$ cat src/hw/rtl/mfdm_pkg.sv
// Shared types and constants for the motor feedback decoder.
package mfdm_pkg;

	localparam int unsigned ACC_W      = 43;
	localparam int unsigned QUOT_W     = 26;
	localparam int unsigned RED_STEPS  = 5;
	localparam int unsigned TDATA_IN_W = 80;
	localparam int unsigned TDATA_OUT_W = 192;

	localparam logic [1:0] REG_ID_BASE  = 2'd0;
	localparam logic [1:0] REG_POS_MAX  = 2'd1;
	localparam logic [1:0] REG_VEL_MAX  = 2'd2;
	localparam logic [1:0] REG_TOR_MAX  = 2'd3;

	localparam logic [10:0] ID_BASE_RST = 11'd0;
	localparam logic [23:0] POS_MAX_RST = 24'd819200;
	localparam logic [23:0] VEL_MAX_RST = 24'd1966080;
	localparam logic [23:0] TOR_MAX_RST = 24'd655360;

	localparam logic signed [16:0] HALF_RANGE = 17'sd32768;
	localparam logic signed [15:0] TURN_MAX   = 16'sh7FFF;
	localparam logic signed [15:0] TURN_MIN   = 16'sh8000;

	localparam logic ACT_FRAME = 1'b0;
	localparam logic ACT_CLEAR = 1'b1;

	typedef enum logic [1:0] {
		AOP_HOLD = 2'd0,
		AOP_MUL  = 2'd1,
		AOP_RED  = 2'd2
	} aop_t;

	typedef enum logic [1:0] {
		FLD_POS = 2'd0,
		FLD_VEL = 2'd1,
		FLD_TOR = 2'd2
	} fld_t;

	typedef struct packed {
		aop_t op;
		logic wide;
		logic first;
	} arith_ctl_t;

endpackage

$ cat src/hw/rtl/motor_feedback_decode_multiturn_top.sv
// Top level of the motor feedback frame decoder with multi-turn tracking.
//
// Input stream: s_tvalid/s_tready, s_tdata carries frame_id and payload,
// s_tuser selects a feedback frame (0) or a turn-count clear (1).
// Output stream: m_tvalid/m_tready, one result item per input item,
// m_tuser flags an identifier that maps to no motor.
// Configuration: cfg_we writes cfg_data to register cfg_index at once.
// An item is taken only while the sequencer is idle. A feedback frame goes
// from acceptance to the result register through a lookup, then
// three scalings (multiply, five reduction steps, offset) on the
// shared multiply/reduce unit, a total-angle multiply and add, and the
// result load. A clear or an unknown identifier goes from the lookup
// straight to the result load. Input is accepted again in the cycle after
// the result is loaded, so no new item is taken before the last one is loaded.
// The result register holds an item while m_tready is low; the next item is
// worked on meanwhile and waits for the register before it is loaded.
// Reset sets the configuration registers to their defaults and clears the
// per-motor positions, turn counts and frame counts, and the output valid.
module motor_feedback_decode_multiturn_top #(
	parameter int MOTOR_COUNT = 6
) (
	input  logic                                 clk,
	input  logic                                 arst_n,
	input  logic                                 s_tvalid,
	output logic                                 s_tready,
	// frame_id[10:0], payload[74:11], zero pad[79:75]
	input  logic [mfdm_pkg::TDATA_IN_W-1:0]      s_tdata,
	// action[0]
	input  logic                                 s_tuser,
	output logic                                 m_tvalid,
	input  logic                                 m_tready,
	// motor_index[3:0], fault_state[7:4], position[32:8], velocity[57:33],
	// torque[82:58], total_angle[124:83], turns[140:125],
	// mos_temperature[148:141], rotor_temperature[156:149],
	// frames_seen[188:157], zero pad[191:189]
	output logic [mfdm_pkg::TDATA_OUT_W-1:0]     m_tdata,
	// id_error[0]
	output logic                                 m_tuser,
	input  logic                                 cfg_we,
	input  logic [1:0]                           cfg_index,
	input  logic [23:0]                          cfg_data
);
	import mfdm_pkg::*;

	localparam int MIDX_W = (MOTOR_COUNT > 1) ? $clog2(MOTOR_COUNT) : 1;
	localparam logic [10:0] MOTOR_COUNT_ID = 11'(MOTOR_COUNT);

	typedef enum logic [7:0] {
		ST_IDLE   = 8'b0000_0001,
		ST_LOOKUP = 8'b0000_0010,
		ST_MUL    = 8'b0000_0100,
		ST_RED    = 8'b0000_1000,
		ST_FIX    = 8'b0001_0000,
		ST_TMUL   = 8'b0010_0000,
		ST_TADD   = 8'b0100_0000,
		ST_OUT    = 8'b1000_0000
	} state_t;

	state_t             state_q;
	logic [10:0]        id_base_q;
	logic [23:0]        pos_max_q;
	logic [23:0]        vel_max_q;
	logic [23:0]        tor_max_q;

	logic [15:0]        prev_pos_q [MOTOR_COUNT];
	logic signed [15:0] turn_q     [MOTOR_COUNT];
	logic [31:0]        frame_cnt_q [MOTOR_COUNT];

	logic               act_q;
	logic [10:0]        idx_q;
	logic [63:0]        payload_q;
	fld_t               fsel_q;
	logic [2:0]         step_q;

	logic               res_err_q;
	logic [3:0]         res_midx_q;
	logic [3:0]         res_fault_q;
	logic signed [24:0] res_pos_q;
	logic signed [24:0] res_vel_q;
	logic signed [24:0] res_tor_q;
	logic signed [41:0] res_total_q;
	logic signed [15:0] res_turns_q;
	logic [7:0]         res_mos_q;
	logic [7:0]         res_rotor_q;
	logic [31:0]        res_frames_q;

	logic                      m_tvalid_q;
	logic [TDATA_OUT_W-1:0]    m_tdata_q;
	logic                      m_tuser_q;

	logic                      in_acc;
	logic                      out_free;
	logic [MIDX_W-1:0]         midx;
	logic                      id_bad;
	logic [15:0]               praw;
	logic [11:0]               vraw;
	logic [11:0]               traw;
	logic signed [16:0]        pdiff;
	logic signed [15:0]        t_cur;
	logic signed [15:0]        t_new;

	arith_ctl_t                actl;
	logic signed [16:0]        mul_a;
	logic signed [25:0]        mul_b;
	logic [23:0]               lim;
	logic [ACC_W-1:0]          acc;
	logic signed [24:0]        scaled;

	assign s_tready = (state_q == ST_IDLE);
	assign in_acc   = s_tvalid && s_tready;
	assign out_free = !m_tvalid_q || m_tready;

	assign midx   = idx_q[MIDX_W-1:0];
	assign id_bad = (idx_q >= MOTOR_COUNT_ID);
	assign praw   = payload_q[55:40];
	assign vraw   = payload_q[39:28];
	assign traw   = payload_q[27:16];
	assign pdiff  = $signed({1'b0, praw}) - $signed({1'b0, prev_pos_q[midx]});
	assign t_cur  = turn_q[midx];

	always_comb begin
		t_new = t_cur;
		priority if (pdiff < -HALF_RANGE) begin
			if (t_cur != TURN_MAX) t_new = t_cur + 16'sd1;
		end else if (pdiff > HALF_RANGE) begin
			if (t_cur != TURN_MIN) t_new = t_cur - 16'sd1;
		end else begin
			t_new = t_cur;
		end
	end

	always_comb begin
		actl.op    = AOP_HOLD;
		actl.wide  = (fsel_q == FLD_POS);
		actl.first = (step_q == 3'd0);
		mul_a      = $signed({1'b0, praw});
		mul_b      = $signed({1'b0, pos_max_q, 1'b0});
		lim        = pos_max_q;
		unique case (fsel_q)
			FLD_VEL: begin
				mul_a = $signed({5'b0, vraw});
				mul_b = $signed({1'b0, vel_max_q, 1'b0});
				lim   = vel_max_q;
			end
			FLD_TOR: begin
				mul_a = $signed({5'b0, traw});
				mul_b = $signed({1'b0, tor_max_q, 1'b0});
				lim   = tor_max_q;
			end
			default: begin
				mul_a = $signed({1'b0, praw});
			end
		endcase
		unique case (state_q)
			ST_MUL: actl.op = AOP_MUL;
			ST_RED: actl.op = AOP_RED;
			ST_TMUL: begin
				actl.op = AOP_MUL;
				mul_a   = 17'(res_turns_q);
				mul_b   = $signed({1'b0, pos_max_q, 1'b0});
			end
			default: actl.op = AOP_HOLD;
		endcase
	end

	mfdm_arith u_arith (
		.clk    (clk),
		.ctl    (actl),
		.mul_a  (mul_a),
		.mul_b  (mul_b),
		.lim    (lim),
		.acc    (acc),
		.scaled (scaled)
	);

	always_ff @(posedge clk or negedge arst_n) begin
		if (!arst_n) begin
			id_base_q <= ID_BASE_RST;
			pos_max_q <= POS_MAX_RST;
			vel_max_q <= VEL_MAX_RST;
			tor_max_q <= TOR_MAX_RST;
		end else if (cfg_we) begin
			unique case (cfg_index)
				REG_ID_BASE: id_base_q <= cfg_data[10:0];
				REG_POS_MAX: pos_max_q <= cfg_data;
				REG_VEL_MAX: vel_max_q <= cfg_data;
				REG_TOR_MAX: tor_max_q <= cfg_data;
				default: ;
			endcase
		end
	end

	always_ff @(posedge clk or negedge arst_n) begin
		if (!arst_n) begin
			for (int i = 0; i < MOTOR_COUNT; i++) begin
				prev_pos_q[i]  <= '0;
				turn_q[i]      <= '0;
				frame_cnt_q[i] <= '0;
			end
		end else if (state_q == ST_LOOKUP && !id_bad) begin
			if (act_q == ACT_CLEAR) begin
				turn_q[midx] <= '0;
			end else begin
				turn_q[midx]      <= t_new;
				prev_pos_q[midx]  <= praw;
				frame_cnt_q[midx] <= frame_cnt_q[midx] + 32'd1;
			end
		end
	end

	always_ff @(posedge clk or negedge arst_n) begin
		if (!arst_n) begin
			state_q    <= ST_IDLE;
			fsel_q     <= FLD_POS;
			step_q     <= '0;
			m_tvalid_q <= 1'b0;
		end else begin
			if (state_q == ST_OUT && out_free) begin
				m_tvalid_q <= 1'b1;
			end else if (m_tready) begin
				m_tvalid_q <= 1'b0;
			end
			unique case (state_q)
				ST_IDLE: begin
					if (in_acc) state_q <= ST_LOOKUP;
				end
				ST_LOOKUP: begin
					fsel_q <= FLD_POS;
					if (id_bad || act_q == ACT_CLEAR) state_q <= ST_OUT;
					else state_q <= ST_MUL;
				end
				ST_MUL: begin
					step_q  <= '0;
					state_q <= ST_RED;
				end
				ST_RED: begin
					step_q <= step_q + 3'd1;
					if (step_q == 3'(RED_STEPS - 1)) state_q <= ST_FIX;
				end
				ST_FIX: begin
					unique case (fsel_q)
						FLD_POS: begin
							fsel_q  <= FLD_VEL;
							state_q <= ST_MUL;
						end
						FLD_VEL: begin
							fsel_q  <= FLD_TOR;
							state_q <= ST_MUL;
						end
						default: state_q <= ST_TMUL;
					endcase
				end
				ST_TMUL: state_q <= ST_TADD;
				ST_TADD: state_q <= ST_OUT;
				ST_OUT: begin
					if (out_free) state_q <= ST_IDLE;
				end
				default: state_q <= ST_IDLE;
			endcase
		end
	end

	always_ff @(posedge clk) begin
		unique case (state_q)
			ST_IDLE: begin
				if (in_acc) begin
					act_q        <= s_tuser;
					idx_q        <= s_tdata[10:0] - id_base_q;
					payload_q    <= s_tdata[74:11];
					res_err_q    <= 1'b0;
					res_midx_q   <= '0;
					res_fault_q  <= '0;
					res_pos_q    <= '0;
					res_vel_q    <= '0;
					res_tor_q    <= '0;
					res_total_q  <= '0;
					res_turns_q  <= '0;
					res_mos_q    <= '0;
					res_rotor_q  <= '0;
					res_frames_q <= '0;
				end
			end
			ST_LOOKUP: begin
				if (id_bad) begin
					res_err_q <= 1'b1;
				end else if (act_q == ACT_CLEAR) begin
					res_midx_q   <= idx_q[3:0];
					res_frames_q <= frame_cnt_q[midx];
				end else begin
					res_midx_q   <= idx_q[3:0];
					res_fault_q  <= payload_q[63:60];
					res_turns_q  <= t_new;
					res_mos_q    <= payload_q[15:8];
					res_rotor_q  <= payload_q[7:0];
					res_frames_q <= frame_cnt_q[midx] + 32'd1;
				end
			end
			ST_FIX: begin
				unique case (fsel_q)
					FLD_POS: res_pos_q <= scaled;
					FLD_VEL: res_vel_q <= scaled;
					default: res_tor_q <= scaled;
				endcase
			end
			ST_TADD: begin
				res_total_q <= $signed(acc[41:0]) + 42'(res_pos_q);
			end
			ST_OUT: begin
				if (out_free) begin
					m_tuser_q <= res_err_q;
					m_tdata_q <= {3'b000, res_frames_q, res_rotor_q, res_mos_q,
						res_turns_q, res_total_q, res_tor_q, res_vel_q, res_pos_q,
						res_fault_q, res_midx_q};
				end
			end
			default: ;
		endcase
	end

	assign m_tvalid = m_tvalid_q;
	assign m_tdata  = m_tdata_q;
	assign m_tuser  = m_tuser_q;

endmodule

$ cat src/hw/rtl/mfdm_arith.sv
// Shared multiplier and divide-by-all-ones reduction unit.
module mfdm_arith (
	input  logic                            clk,
	input  mfdm_pkg::arith_ctl_t            ctl,
	input  logic signed [16:0]              mul_a,
	input  logic signed [25:0]              mul_b,
	input  logic [23:0]                     lim,
	output logic [mfdm_pkg::ACC_W-1:0]      acc,
	output logic signed [24:0]              scaled
);
	import mfdm_pkg::*;

	logic [ACC_W-1:0]         x_q;
	logic [QUOT_W-1:0]        q_q;
	logic signed [ACC_W-1:0]  prod;
	logic [ACC_W-1:0]         hi;
	logic [ACC_W-1:0]         lo;
	logic [ACC_W-1:0]         half;
	logic [ACC_W-1:0]         den;
	logic [QUOT_W-1:0]        quot;
	logic signed [QUOT_W:0]   diff;

	assign prod = ACC_W'(mul_a * mul_b);
	assign hi   = ctl.wide ? (x_q >> 16) : (x_q >> 12);
	assign lo   = ctl.wide ? (x_q & ACC_W'(16'hFFFF)) : (x_q & ACC_W'(12'hFFF));
	assign half = ctl.wide ? ACC_W'(15'h7FFF) : ACC_W'(11'h7FF);
	assign den  = ctl.wide ? ACC_W'(16'hFFFF) : ACC_W'(12'hFFF);

	always_ff @(posedge clk) begin
		unique case (ctl.op)
			AOP_MUL: begin
				x_q <= prod;
				q_q <= '0;
			end
			AOP_RED: begin
				x_q <= hi + lo + (ctl.first ? half : '0);
				q_q <= q_q + hi[QUOT_W-1:0];
			end
			default: begin
				x_q <= x_q;
				q_q <= q_q;
			end
		endcase
	end

	assign quot   = q_q + QUOT_W'(x_q == den);
	assign diff   = $signed({1'b0, quot}) - $signed({3'b000, lim});
	assign acc    = x_q;
	assign scaled = diff[24:0];

endmodule
$ cat config.mk
export PLATFORM = sky130hd
export DESIGN_NAME = motor_feedback_decode_multiturn_top
export DESIGN_NICKNAME = d
export VERILOG_FILES = /design/src/hw/rtl/mfdm_pkg.sv /design/src/hw/rtl/motor_feedback_decode_multiturn_top.sv /design/src/hw/rtl/mfdm_arith.sv
export SDC_FILE = /design/constraint.sdc
export NUM_CORES = 2
export LEC_CHECK = 0
export ABC_AREA = 1
export CELL_PAD_IN_SITES_DETAIL_PLACEMENT = 0
export CELL_PAD_IN_SITES_GLOBAL_PLACEMENT = 1
export CORE_ASPECT_RATIO = 2
export CORE_MARGIN = 2
export CORE_UTILIZATION = 50
export DETAILED_ROUTE_END_ITERATION = 7
export DONT_BUFFER_PORTS = 1
export PLACE_DENSITY = 0.87
export RECOVER_POWER = 50
export SLEW_MARGIN = 5
export SYNTH_ARGS = -nofsm -noshare
export SYNTH_HDL_FRONTEND = slang
export SYNTH_SLANG_ARGS = --single-unit
$ cat constraint.sdc
create_clock -name clk -period 25.6 [get_ports clk]
set_clock_uncertainty 0.05 [all_clocks]
set_input_delay 0 -clock clk [delete_from_list [all_inputs] [get_ports clk]]
set_output_delay 0 -clock clk [all_outputs]
set_load 0.01 [all_outputs]
# --- After elaboration in Yosys (flattened, before gate mapping) ---
# Index checks and enable logic that the tools add are counted.
totals:
  reg_bits: 1006
  elab_cells: 209
op_classes:
  n_reduce_logical: 36
  bitwise_logic: 4
  eq_ne: 29
  mux: 78
  n_mul: 1
  order_cmp: 5
  addsub: 12
op_table:
  columns: ["op", "count"]
  rows:
  - ["16-bit 2-to-1 mux", 14]
  - ["25-bit one-hot mux with 2 select lines", 4]
  - ["192-bit bitwise mux", 1]
  - ["96-bit bitwise mux", 2]
  - ["32-bit 2-to-1 mux", 6]
  - ["25-bit 2-to-1 mux", 5]
  - ["96-bit AND", 1]
  - ["16-bit binary-select mux with 3-bit select", 2]
  - ["32-bit binary-select mux with 3-bit select", 1]
  - ["32-bit demux with 3-bit select", 1]
  - ["96-bit 2-to-1 mux", 1]
  - ["96-bit NOT", 1]
  - ["43-bit adder", 2]
  - ["43-bit one-hot mux with 2 select lines", 1]
  - ["42-bit one-hot mux with 2 select lines", 1]
  - ["8-bit 2-to-1 mux", 9]
  - ["16-bit one-hot mux with 2 select lines", 2]
  - ["32-bit one-hot mux with 2 select lines", 1]
  - ["8-bit one-hot mux with 8 select lines", 1]
  - ["26-bit one-hot mux with 2 select lines", 1]
  - ["16-bit demux with 3-bit select", 1]
  - ["24-bit one-hot mux with 2 select lines", 1]
  - ["43-bit equality test", 1]
  - ["17-bit by 26-bit multiplier with 43-bit output", 1]
  - ["55 further kinds", 104]

# --- Longest topological paths before layout ---
logic_depth:
  depth_word: 11
  depth_mapped: 40
  ltp_nobuf: 36

# --- Modules after synthesis ---
# A second synthesis with hierarchy kept.
unflattened:
  cells_unflattened: 8209
  hier_area_um2: 68231.7
by_module_without_submodules:
  columns: ["module", "area_each_um2", "cells_per_inst", "seq_area_each_um2", "instances"]
  rows:
  - ["motor_feedback_decode_multiturn_top", 42779.8, 4609, 25622.1, 1]
  - ["mfdm_arith", 25451.9, 3600, 2042.0, 1]

# --- Worst setup path after synthesis ---
# OpenSTA, ideal clock, no wires.
synth_timing:
  path_kind: "register to register"
  startpoint: "register state_q[1]"
  endpoint: "register m_tdata_q[0], in the netlist m_tdata[0], enable pin"
  n_path_buf: 0
  path_stages_with_launch: 8
  setup_slack_ns: 15.841
  t_arrival_ns: 8.966
  period_less_slack_ns: 9.759
  cell_sequence: "dfrtp_1 > nor2_1 > inv_1 > nor2_1 > inv_1 > nor4_1 > inv_1 > nor2_1"
synth_between:
  elab_chain_len: 2
synth_lines:
  columns: ["item", "line", "source"]
  rows:
  - ["start, declared", "motor_feedback_decode_multiturn_top.sv:59", "state_t state_q;"]
  - ["start signal, assigned", "motor_feedback_decode_multiturn_top.sv:213", "state_q <= ST_IDLE;"]
  - ["start signal, assigned", "motor_feedback_decode_multiturn_top.sv:225", "if (in_acc) state_q <= ST_LOOKUP;"]
  - ["start signal, assigned", "motor_feedback_decode_multiturn_top.sv:229", "if (id_bad || act_q == ACT_CLEAR) state_q <= ST_OUT;"]
  - ["8-bit equality test", "motor_feedback_decode_multiturn_top.sv:264", "unique case (state_q)"]
  - ["2-bit AND reduction (no line)", null, null]
  - ["end signal, assigned", "motor_feedback_decode_multiturn_top.sv:311", "m_tdata_q <= {3'b000, res_frames_q, res_rotor_q, res_mos_q,"]
  - ["end, declared", "motor_feedback_decode_multiturn_top.sv:88", "logic [TDATA_OUT_W-1:0] m_tdata_q;"]
# Every way passes these cells.
# A chain may end at the register's enable or synchronous reset.

==> results.yml <==
placement:
  post-dp-hpwl_mm: 158.1
  gp_congestion: 0.9955
  buffer_ports.inserted: 0
  dpl_cell_area_mm2: 0.06506
  dp_slack_ps: 15830
synthesis:
  synth-seq-area-share_pct: 43.74
  async_reset_ff_share_pct: 48.05
  syn_avg_cell_area_um2: 8.817
  syn_inst: 7173
  synth_warnings: 0
  synthDistinctLibCells: 66
  synth_seq_cells: 1001
  synth-edff-count: 520
  synth_top_cells_by_area: "edfxtp_1 (25%), dfrtp_1 (19%), fa_1 (11%)"
  post-synth-top-area-cell: "edfxtp_1"
  netlist_area_mm2: 0.06325
  yosys_most_used_dff: "edfxtp_1"
  synth_largest_type_area_fraction_pct: 24.69
setup_path:
  path_cells: "dlygate4sd3_1 -> dlygate4sd3_1 -> clkbuf_1 -> clkbuf_1"
  required_time_worst_endpoint_ps: 24210
  crit_arrival_ps: 9850
  cpPeakStageDelay_ps: 6080
  reg2regPathDepth: 31
  critical_path.startpoint_type: "input pin"
  r2r_slack_ps: 15550
  worstReg2RegStart: "fsel_q[0]$_DFFE_PN0P_"
  worstSetupEndpoint: "prev_pos_q[78]$_DFFE_PN0P_"
  worst_setup_path_end_kind: "async pin"
  timing.critical_path.fanout_max: 160
  cp_class: "in2async"
  worstSetupStartpoint: "arst_n"
  r2r_end: "u_arith.acc[31]$_DFFE_PP_"
  cp_slowest_cell: "clkbuf_1"
detailed_routing:
  ant_nets: 0
  number_of_drc_violations_after_detailed_routing: 0
  via_count: 51430
  detail_route.wirelength_mm: 213.9
  iteration_count_of_the_initial_detailed_routing_pass: 6
  drt_iter0_markers: 4160
  via_per_inst: 5.674
  wl_per_cell_um: 23.60
run_status:
  status: "complete, but fails checks"
  violations: "negative hold slack, max-capacitance violations, max-slew violations"
global_routing:
  grt-ovfl-total: 0
  grt_pass1_vias: 52430
  gr-usage-all-layers_pct: 33.07
  grt_max_degree: 482
  number_of_antenna_violations_at_the_first_check_in_global_routing: 8
  grt_pass1_wl_mm: 319.8
hold_path:
  worst_hold_path_type: "in2reg"
  min_path_cells: 3
timing:
  relSlewSlack_pct: -472.4
  final_min_period_over_clock_period_pct: 43.88
  layout_setup_ws_ps: 14370
  worstMarginPinSlew_ps: 8586
  setup-violations-final: 0
  clock_period_minus_final_worst_setup_slack_ps: 11230
  tns_ps: 0
  rsz0062_at_grt: "no"
  worst_hold_slack_across_all_endpoints_ps: -0.1525
  max_freq_mhz: 89.02
  drv_slew: 703
  hold_violations: 1
die:
  pin_count: 307
  dieArea_mm2: 0.1295
  floorplan.initialDensity_pct: 50.31
  dieWidth_um: 255.5
  std_cell_rows: 184
  placeableCoreArea_mm2: 0.1257
  die_y_um: 507.0
cells_and_area:
  final_net_count: 8077
  finalInstanceArea_mm2: 0.06989
  area_growth_pct: 10.50
  layout_cell_share_with_drive_strength_beyond_1_pct: 5.203
clock_network:
  cts.path.max_buffers: 3
  cts-resized-gates: 0
  clkTransAtPathRegs_ps: 80
  tritoncts_clock_tree: "built"
  numCtsBuffers: 89
  clk_latency_ps: 750
  cts_root_buf: "clkbuf_16"
  cts.htree.levels: 3
  clock-sinks: 1001
job:
  drv_cap: 9
-- registers in the layout, indices dropped and copies added (netlist names), 25 cells and up --
name / flops
u_arith.acc: 43
frame_cnt_q: 192
turn_q: 96
res_total_q: 42
payload_q: 60
m_tdata: 189
res_vel_q: 25
res_tor_q: 25
u_arith.q_q: 25
prev_pos_q: 96
res_pos_q: 25
res_frames_q: 32
-- final cells by class --
class                      count  area [µm²]
clock buffer                 106        2344
inverter                    1061        3995
clock inverter                60       651.9
tap                         1674        2095
sequential                  1001       27660
timing repair buffer         267        2427
multi-input combinational   4885       30690
antenna                       10       25.02
fill                       11490       55810
-- metrics by stage --
step	utilization, %	cells
floorplan	-	7175
global placement	51.76	8700
detailed placement	51.76	8700
CTS	55.62	9050
global route	55.59	9059
finish	55.60	9064
-- cells by family (layout without fill, tap and decap cells) --
logic type	count (synthesis)	in the layout	share of synthesized area (%)
AOI/OAI and AO/OA	1224	1224	10.78
adders and majority gates	660	660	17.22
other	1	13	0.005929
and+or+nand+nor	2915	2915	19.00
muxes	1	1	0.01583
buffers and inverters	1289	1494	7.919
DFF	1001	1001	43.74
xor gates and xnor gates	82	82	1.314
-- Yosys cell counts (all sizes together) (4+ instances only) --
cell	instances
a21boi	5
a21o	20
a21oi	327
a221o	35
a221oi	15
a22oi	17
a31oi	24
and3	4
buf	64
clkbuf	164
clkinv	25
dfrtp	471
dfstp	10
edfxtp	520
fa	351
ha	309
inv	1036
nand2	1831
nand3	263
nand3b	5
nand4	82
nor2	613
nor3	55
nor4	25
o2111ai	5
o211ai	10
o21a	38
o21ai	659
o21bai	17
o22ai	30
o31ai	5
or2	33
xnor2	17
xor2	65
-- worst max-delay path, delay by kind of cell --
family,cells,cell delay [ps]
buf+inv,4,9460
-- cells in the final DEF, fill, tap and decap left out, types with 10 or more instances in the layout --
cell / Yosys / layout
o21ai_1: 55 / 65
inv_2: 12 / 17
nor4_1: 24 / 23
nand3_1: 249 / 249
diode_2: 0 / 10
a221o_1: 35 / 35
dlygate4sd3_1: 0 / 184
clkbuf_1: 164 / 24
buf_4: 13 / 73
clkbuf_16: 0 / 91
nor2_1: 597 / 587
nand2_1: 1815 / 1813
clkinv_1: 25 / 38
a22oi_1: 14 / 14
xor2_1: 51 / 51
a21oi_1: 326 / 325
nor3_1: 42 / 41
o21a_1: 38 / 38
nand4_1: 81 / 81
a21o_1: 20 / 20
o211ai_1: 10 / 10
nor2_2: 10 / 15
clkinv_2: 0 / 13
nand3_2: 10 / 10
or2_2: 33 / 33
dfrtp_1: 471 / 471
xor2_2: 14 / 14
inv_1: 1019 / 1016
a31oi_1: 24 / 24
fa_1: 351 / 351
o21ai_0: 602 / 586
a221oi_1: 15 / 15
nor3_2: 13 / 14
o21bai_1: 17 / 17
ha_1: 309 / 307
edfxtp_1: 520 / 520
nand2_2: 16 / 18
nor2_4: 6 / 11
o22ai_1: 30 / 30
xnor2_1: 16 / 16
-- worst min path at each step --
stage,startpoint,to,slack [ps]
2_1_floorplan,arst_n,frame_cnt_q[0]$_DFFE_PN0P_,-350
3_3_place_gp,arst_n,frame_cnt_q[142]$_DFFE_PN0P_,-330
3_5_place_dp,arst_n,frame_cnt_q[142]$_DFFE_PN0P_,-330
4_1_cts,cfg_data[6],pos_max_q[6]$_DFFE_PN0P_,4
5_1_grt,s_tvalid,state_q[1]$_DFFE_PN0P_,20
6_report,cfg_data[5],vel_max_q[5]$_DFFE_PN0P_,-0.2
-- repair_timing --
action,CTS,global route
hold buffers,184,1
setup buffers,0,0
endpoints found under the hold margin,658,55
-- layer usage --
layer | share of wire, % | up-vias | track usage, %
li1 | - | 23540 | -
met1 | 33 | 24940 | 33.69
met2 | 51 | 2166 | 59.84
met3 | 6.1 | 773 | 4.861
met4 | 9.8 | 0 | 27.05
met5 | 0 | - | 0
Power is left out: the tool's default activity adds up to more than one toggle a clock period on the data nets, which glitch-free logic cannot reach.
